===== config.mk =====
export PLATFORM = sky130hd
export DESIGN_NAME = pvpp_cordic_cell
export DESIGN_NICKNAME = d
export VERILOG_FILES = /design/src/rtl/phase_vocoder_phase_propagation_top_assert.svh /design/src/rtl/pvpp_pkg.sv /design/src/rtl/pvpp_cordic_cell.sv
export SDC_FILE = /design/constraint.sdc
export NUM_CORES = 1
export LEC_CHECK = 0
export BUFFER_PORTS_ARGS = -buffer_cell sky130_fd_sc_hd__buf_4
export CELL_PAD_IN_SITES_DETAIL_PLACEMENT = 1
export CELL_PAD_IN_SITES_GLOBAL_PLACEMENT = 2
export CORE_UTILIZATION = 33
export DETAILED_ROUTE_END_ITERATION = 12
export PLACE_DENSITY = 0.86
export SLEW_MARGIN = 5
export SYNTH_ARGS = -nofsm -noshare
export SYNTH_HDL_FRONTEND = slang
export SYNTH_SLANG_ARGS = --single-unit

===== constraint.sdc =====
create_clock -name clock -period 2.9 [get_ports clock]
set_input_delay 0.145 -clock clock [delete_from_list [all_inputs] [get_ports clock]]
set_output_delay 0.145 -clock clock [all_outputs]
set_load 0.02 [all_outputs]

===== src/rtl/phase_vocoder_phase_propagation_top_assert.svh =====
// Assertion macros shared by the phase propagation RTL.
`ifndef PHASE_VOCODER_PHASE_PROPAGATION_TOP_ASSERT_SVH
`define PHASE_VOCODER_PHASE_PROPAGATION_TOP_ASSERT_SVH

// Same-cycle implication, checked outside reset.
`define PVPP_ASSERT_IMPL(label, clk, rst, ante, cons) \
   label: assert property (@(posedge clk) disable iff (rst) (ante) |-> (cons)) \
      else $error("pvpp assertion failed");

// Next-cycle implication, checked outside reset.
`define PVPP_ASSERT_NEXT(label, clk, rst, ante, cons) \
   label: assert property (@(posedge clk) disable iff (rst) (ante) |=> (cons)) \
      else $error("pvpp assertion failed");

`endif


===== src/rtl/pvpp_pkg.sv =====
// Shared types, constants and functions of the phase propagation block.
package pvpp_pkg;

   localparam int CORDIC_STEPS = 24;
   localparam int DATA_W       = 36;
   localparam int ANGLE_W      = 34;
   localparam int SAMPLE_W     = 24;
   localparam int MAG_W        = 26;
   localparam int MIN_MAG_W    = 23;
   localparam int GAIN_W       = 30;
   localparam logic [GAIN_W-1:0] INV_GAIN = 30'd652032874;

   localparam logic CSR_ENABLE        = 1'b0;
   localparam logic CSR_MIN_MAGNITUDE = 1'b1;

   typedef enum logic [1:0] {
      MODE_PASS = 2'd0,
      MODE_EDGE = 2'd1,
      MODE_PROP = 2'd2
   } mode_type;

   function automatic logic [31:0] atan_turn(input int step);
      logic [31:0] r;
      begin
         unique case (step)
            0: r = 32'h20000000;
            1: r = 32'h12E4051E;
            2: r = 32'h09FB385B;
            3: r = 32'h051111D4;
            4: r = 32'h028B0D43;
            5: r = 32'h0145D7E1;
            6: r = 32'h00A2F61E;
            7: r = 32'h00517C55;
            8: r = 32'h0028BE53;
            9: r = 32'h00145F2F;
            10: r = 32'h000A2F98;
            11: r = 32'h000517CC;
            12: r = 32'h00028BE6;
            13: r = 32'h000145F3;
            14: r = 32'h0000A2FA;
            15: r = 32'h0000517D;
            16: r = 32'h000028BE;
            17: r = 32'h0000145F;
            18: r = 32'h00000A30;
            19: r = 32'h00000518;
            20: r = 32'h0000028C;
            21: r = 32'h00000146;
            22: r = 32'h000000A3;
            23: r = 32'h00000051;
            default: r = 32'h0;
         endcase
         return r;
      end
   endfunction

   // Rounds a CORDIC output back to Q3.20 and clamps it to 24 bits.
   function automatic logic signed [SAMPLE_W-1:0] round_sat(
      input logic signed [DATA_W-1:0] x);
      logic signed [DATA_W:0] sum;
      logic signed [DATA_W:0] sh;
      begin
         sum = {x[DATA_W-1], x} + (DATA_W+1)'(128);
         sh  = sum >>> 8;
         if (sh > (DATA_W+1)'(8388607)) begin
            return 24'sh7FFFFF;
         end else if (sh < -(DATA_W+1)'(8388608)) begin
            return 24'sh800000;
         end
         return sh[SAMPLE_W-1:0];
      end
   endfunction

endpackage


===== src/rtl/pvpp_cordic_cell.sv =====
// One CORDIC micro-rotation cell with its side payload, vectoring or rotating.
module pvpp_cordic_cell #(
   parameter int STEP   = 0,
   parameter bit VECTOR = 1'b1,
   parameter int TAG_W  = 8
) (
   input  logic                                  clock,
   input  logic                                  reset,
   input  logic                                  advance,
   input  logic                                  in_valid,
   input  logic signed [pvpp_pkg::DATA_W-1:0]    in_x,
   input  logic signed [pvpp_pkg::DATA_W-1:0]    in_y,
   input  logic signed [pvpp_pkg::ANGLE_W-1:0]   in_z,
   input  logic [TAG_W-1:0]                      in_tag,
   output logic                                  out_valid,
   output logic signed [pvpp_pkg::DATA_W-1:0]    out_x,
   output logic signed [pvpp_pkg::DATA_W-1:0]    out_y,
   output logic signed [pvpp_pkg::ANGLE_W-1:0]   out_z,
   output logic [TAG_W-1:0]                      out_tag
);

   localparam logic signed [pvpp_pkg::ANGLE_W-1:0] ATAN =
      pvpp_pkg::ANGLE_W'(pvpp_pkg::atan_turn(STEP));

   logic signed [pvpp_pkg::DATA_W-1:0]  dx, dy, x_in, y_in, x_ff, y_ff;
   logic signed [pvpp_pkg::ANGLE_W-1:0] z_in, z_ff;
   logic [TAG_W-1:0]                    tag_ff;
   logic                                valid_ff;
   logic                                turn_neg;

   // Vectoring drives y toward zero, rotation drives the residual angle to zero.
   always_comb begin
      dx       = in_y >>> STEP;
      dy       = in_x >>> STEP;
      turn_neg = VECTOR ? in_y[pvpp_pkg::DATA_W-1] : !in_z[pvpp_pkg::ANGLE_W-1];
      if (turn_neg) begin
         x_in = in_x - dx;
         y_in = in_y + dy;
         z_in = in_z - ATAN;
      end else begin
         x_in = in_x + dx;
         y_in = in_y - dy;
         z_in = in_z + ATAN;
      end
   end

   always_ff @(posedge clock) begin
      if (reset) begin
         valid_ff <= 1'b0;
      end else if (advance) begin
         valid_ff <= in_valid;
      end
   end

   always_ff @(posedge clock) begin
      if (advance) begin
         x_ff   <= x_in;
         y_ff   <= y_in;
         z_ff   <= z_in;
         tag_ff <= in_tag;
      end
   end

   assign out_valid = valid_ff;
   assign out_x     = x_ff;
   assign out_y     = y_ff;
   assign out_z     = z_ff;
   assign out_tag   = tag_ff;

endmodule


==> impl_metrics.json <==
{
  "outcome": "complete, no violations",
  "rr_startpoint": "out_valid",
  "maxCapViolCount": 0,
  "clock_path_buffers": 2,
  "peakVddDrop_mv": 0.389,
  "die_h_um": 175,
  "synth.net_count": 1331,
  "drt_first_pass_iters": 5,
  "ioPinCount": 233,
  "drt_first_iter_violations": 700,
  "syn_to_final_growth_pct": 42.5,
  "slew_violations": 0,
  "grt.total_usage_pct": 25.3,
  "core_um2": 29000,
  "grt_pass1_wl_um": 59400,
  "detail_route.wl_per_cell_um": 20.3,
  "rows": 62,
  "critPathTopFamily": "compound AO/OA/AOI/OAI gates",
  "synth-seq-cells": 114,
  "postCtsSetupRepairBufs": 0,
  "place_area_um2": 13000,
  "pwr_density_cell_nw_per_um2": 509,
  "layout.nets": 1729,
  "grtUsageMet2_pct": 42.5,
  "portBuffers": 232,
  "fin_ws_ns": 0.0961,
  "diodes": 0,
  "h-tree-depth": 4,
  "rsz0062_at_grt": "false",
  "gr-total-overflow": 0,
  "grtUsageMet1_pct": 33.2,
  "worstPathArrival_ns": 2.97,
  "drc": 0,
  "yosys-top-cells-area": "edfxtp_1, ha_1, a21oi_1, xnor2_1, inv_1",
  "cts_tree": "done",
  "critPathKind": "input pin to register",
  "critical_path.startpoint_type": "input pin",
  "yosysWarnings": 0,
  "synth.cells.most_frequent": "a21oi_1, edfxtp_1, ha_1",
  "fin_crit_sh_pct": 96.7,
  "antenna_left": 0,
  "die_area_um2": 30500,
  "maxSlewHeadroom_pct": 55.2,
  "viasPerCell": 5.29,
  "max_freq_mhz": 357,
  "hold_class": "input pin to register",
  "crit_top_cell": "buf_4",
  "drt-total-wl_um": 38500,
  "min_to": "out_x[35]",
  "root_buffer": "clkbuf_16",
  "synth-main-ff-cell": "edfxtp_1",
  "hold_depth": 2,
  "synth-seq-area-share_pct": 34.7,
  "whs_ns": 0.0422,
  "grt_max_degree": 85,
  "tns_ns": 0,
  "die_w_um": 175,
  "r2r_slack_ns": 1.72,
  "min_from": "in_x[35]",
  "cp-end-kind": "register",
  "cts_sinks": 114,
  "final_util_pct": 48.3,
  "crit_required_ns": 3.07,
  "fin_area_um2": 14000,
  "yosysTopAreaCell": "edfxtp_1",
  "synthCells": 1101,
  "period_minus_slack_ns": 2.80,
  "synth_edf_count": 113,
  "vias": 10025,
  "synth_top_area_share_pct": 34.5,
  "grt_pass1_vias": 10588,
  "cp_cell_sequence": "buf_4 -> inv_1 -> ha_1 -> buf_4 -> nor2b_1 -> o211ai_1 -> a31oi_1 -> o21ai_0 -> buf_4 -> a21oi_1 -> a311oi_1 -> buf_4 -> o221a_1 -> mux2i_1 -> xnor2_1",
  "clk_pin_slew_ns": 0.06,
  "rr_endpoint": "out_valid",
  "worst_slew_pin_slew_ns": 0.665,
  "clk-insertion-delay-late_ns": 0.43,
  "drive_gt1_share_pct": 29.7,
  "grt_use_met3_pct": 3.59,
  "cts_resized": 0,
  "yosysMostFrequentCell": "a21oi_1",
  "gp_congestion": 0.921,
  "p_leak_nw": 6.33,
  "path_max_fanout": 3,
  "detailed_place_hpwl_um": 30600,
  "finalSetupViolCount": 0,
  "antenna_found_initial": 0,
  "netlist_area_um2": 9830,
  "hold_viol": 0,
  "r2r_cells": 3,
  "async_flop_share_pct": 0,
  "cp_slowest_cell": "a311oi_1",
  "dp_slack_ns": -0.224,
  "critPathMaxStageDelay_ns": 0.48,
  "synth_cell_types": 78,
  "worst-path-buf-inv": 5,
  "cts_buffers": 17,
  "fin_skew_ns": 0,
  "start_util_pct": 33.9,
  "busiest_layer": "met2",
  "synth_area_per_cell_um2": 8.93,
  "fillCellCount": 3446
}
==> cells by family after synthesis <==
group	Yosys count	share of synthesized area, %
AOI/OAI and AO/OA	386	24.9
and+or+nand+nor	243	11.6
buffers and inverters	162	6.59
DFF	114	34.7
adders and majority gates	112	14.6
xor gates and xnor gates	72	6.42
muxes	12	1.22
==> metal layers <==
metal | wire length (um) | up-vias | part of all wire (%)
met5 | 0 | - | 0
met4 | 962 | 0 | 2.5
met3 | 2500 | 61 | 6.5
met2 | 18000 | 384 | 47
met1 | 17000 | 4832 | 44
li1 | - | 4748 | -
==> worst max-delay path by stage <==
| stage | startpoint | endpoint | slack, ns | cells past startpoint |
|---|---|---|---|---|
| after floorplan | in_x[0] | out_x[28] | 0.44 | 12 |
| after global placement | in_x[0] | out_x[28] | -0.15 | 13 |
| after detailed placement | in_x[1] | out_x[33] | -0.22 | 15 |
| after CTS | in_x[1] | out_x[33] | 0.16 | 15 |
| after global routing | in_x[0] | out_x[24] | 0.04 | 14 |
| final | in_x[1] | out_x[33] | 0.1 | 15 |
==> stage by stage <==
| stage | total power [W] | cells |
|---|---|---|
| 2_1_floorplan | 0.00362 | 1101 |
| 3_3_place_gp | 0.00483 | 1825 |
| 3_5_place_dp | 0.00488 | 1825 |
| 4_1_cts | 0.00716 | 1896 |
| 5_1_grt | 0.00743 | 1896 |
| 6_report | 0.00712 | 1896 |
==> worst reg2reg max path, delay by kind of cell (launching register included) <==
family / cells / cell delay [ns]
AND/OR/NAND/NOR: 1 / 0.05
multiplexers: 1 / 0.15
buffers and inverters: 1 / 0.55
flip-flops: 1 / 0.31
==> layout make-up <==
cell class,instances,area [um^2],share of cell area (%)
Clock buffer,17,425,3.04
Clock inverter,15,170,1.22
Inverter,114,429,3.07
Multi-Input combinational cell,825,5770,41.2
Sequential cell,114,3410,24.4
Tap cell,384,480,3.43
Timing Repair Buffer,427,3320,23.7
==> where the power goes <==
group / total, W / internal (W) / leakage (nW) / switching, W
Sequential: 0.00221 / 0.00212 / 1.11 / 0.0000940
Clock: 0.00220 / 0.00129 / 0.294 / 0.000909
Combinational: 0.00271 / 0.00117 / 4.93 / 0.00154
Total: 0.00712 / 0.00458 / 6.33 / 0.00255
==> flip-flops by register name, indices dropped and copies added (netlist names) <==
| name | cells |
|---|---|
| out_valid | 1 |
| out_z | 34 |
| out_tag | 8 |
| out_x | 36 |
| out_y | 35 |
==> cell usage in the layout (no fill, tap or decap), types with 6 or more instances in the layout <==
cell type / n
o21ai_0: 68
xnor2_1: 66
nand2_1: 55
o21ai_1: 12
buf_4: 387
o22ai_1: 7
inv_6: 7
xor2_1: 6
nor2_1: 92
nor3_1: 17
nor2b_1: 10
o21a_1: 7
a21o_1: 25
edfxtp_1: 113
ha_1: 108
nor4_1: 8
a31oi_1: 9
a21oi_1: 146
clkbuf_16: 17
a211oi_1: 10
inv_1: 106
dlygate4sd3_1: 39
o211ai_1: 10
nand3_1: 15
o31ai_1: 14
nand4_1: 12
mux2i_1: 12
o21bai_1: 26
==> timing repair <==
item | 4_1_cts | 5_1_grt
endpoints found under the hold margin | 38 | 0
hold buffers | 39 | 0
endpoints found under the setup margin | 0 | 0
Power figures use the tool's default switching activity.
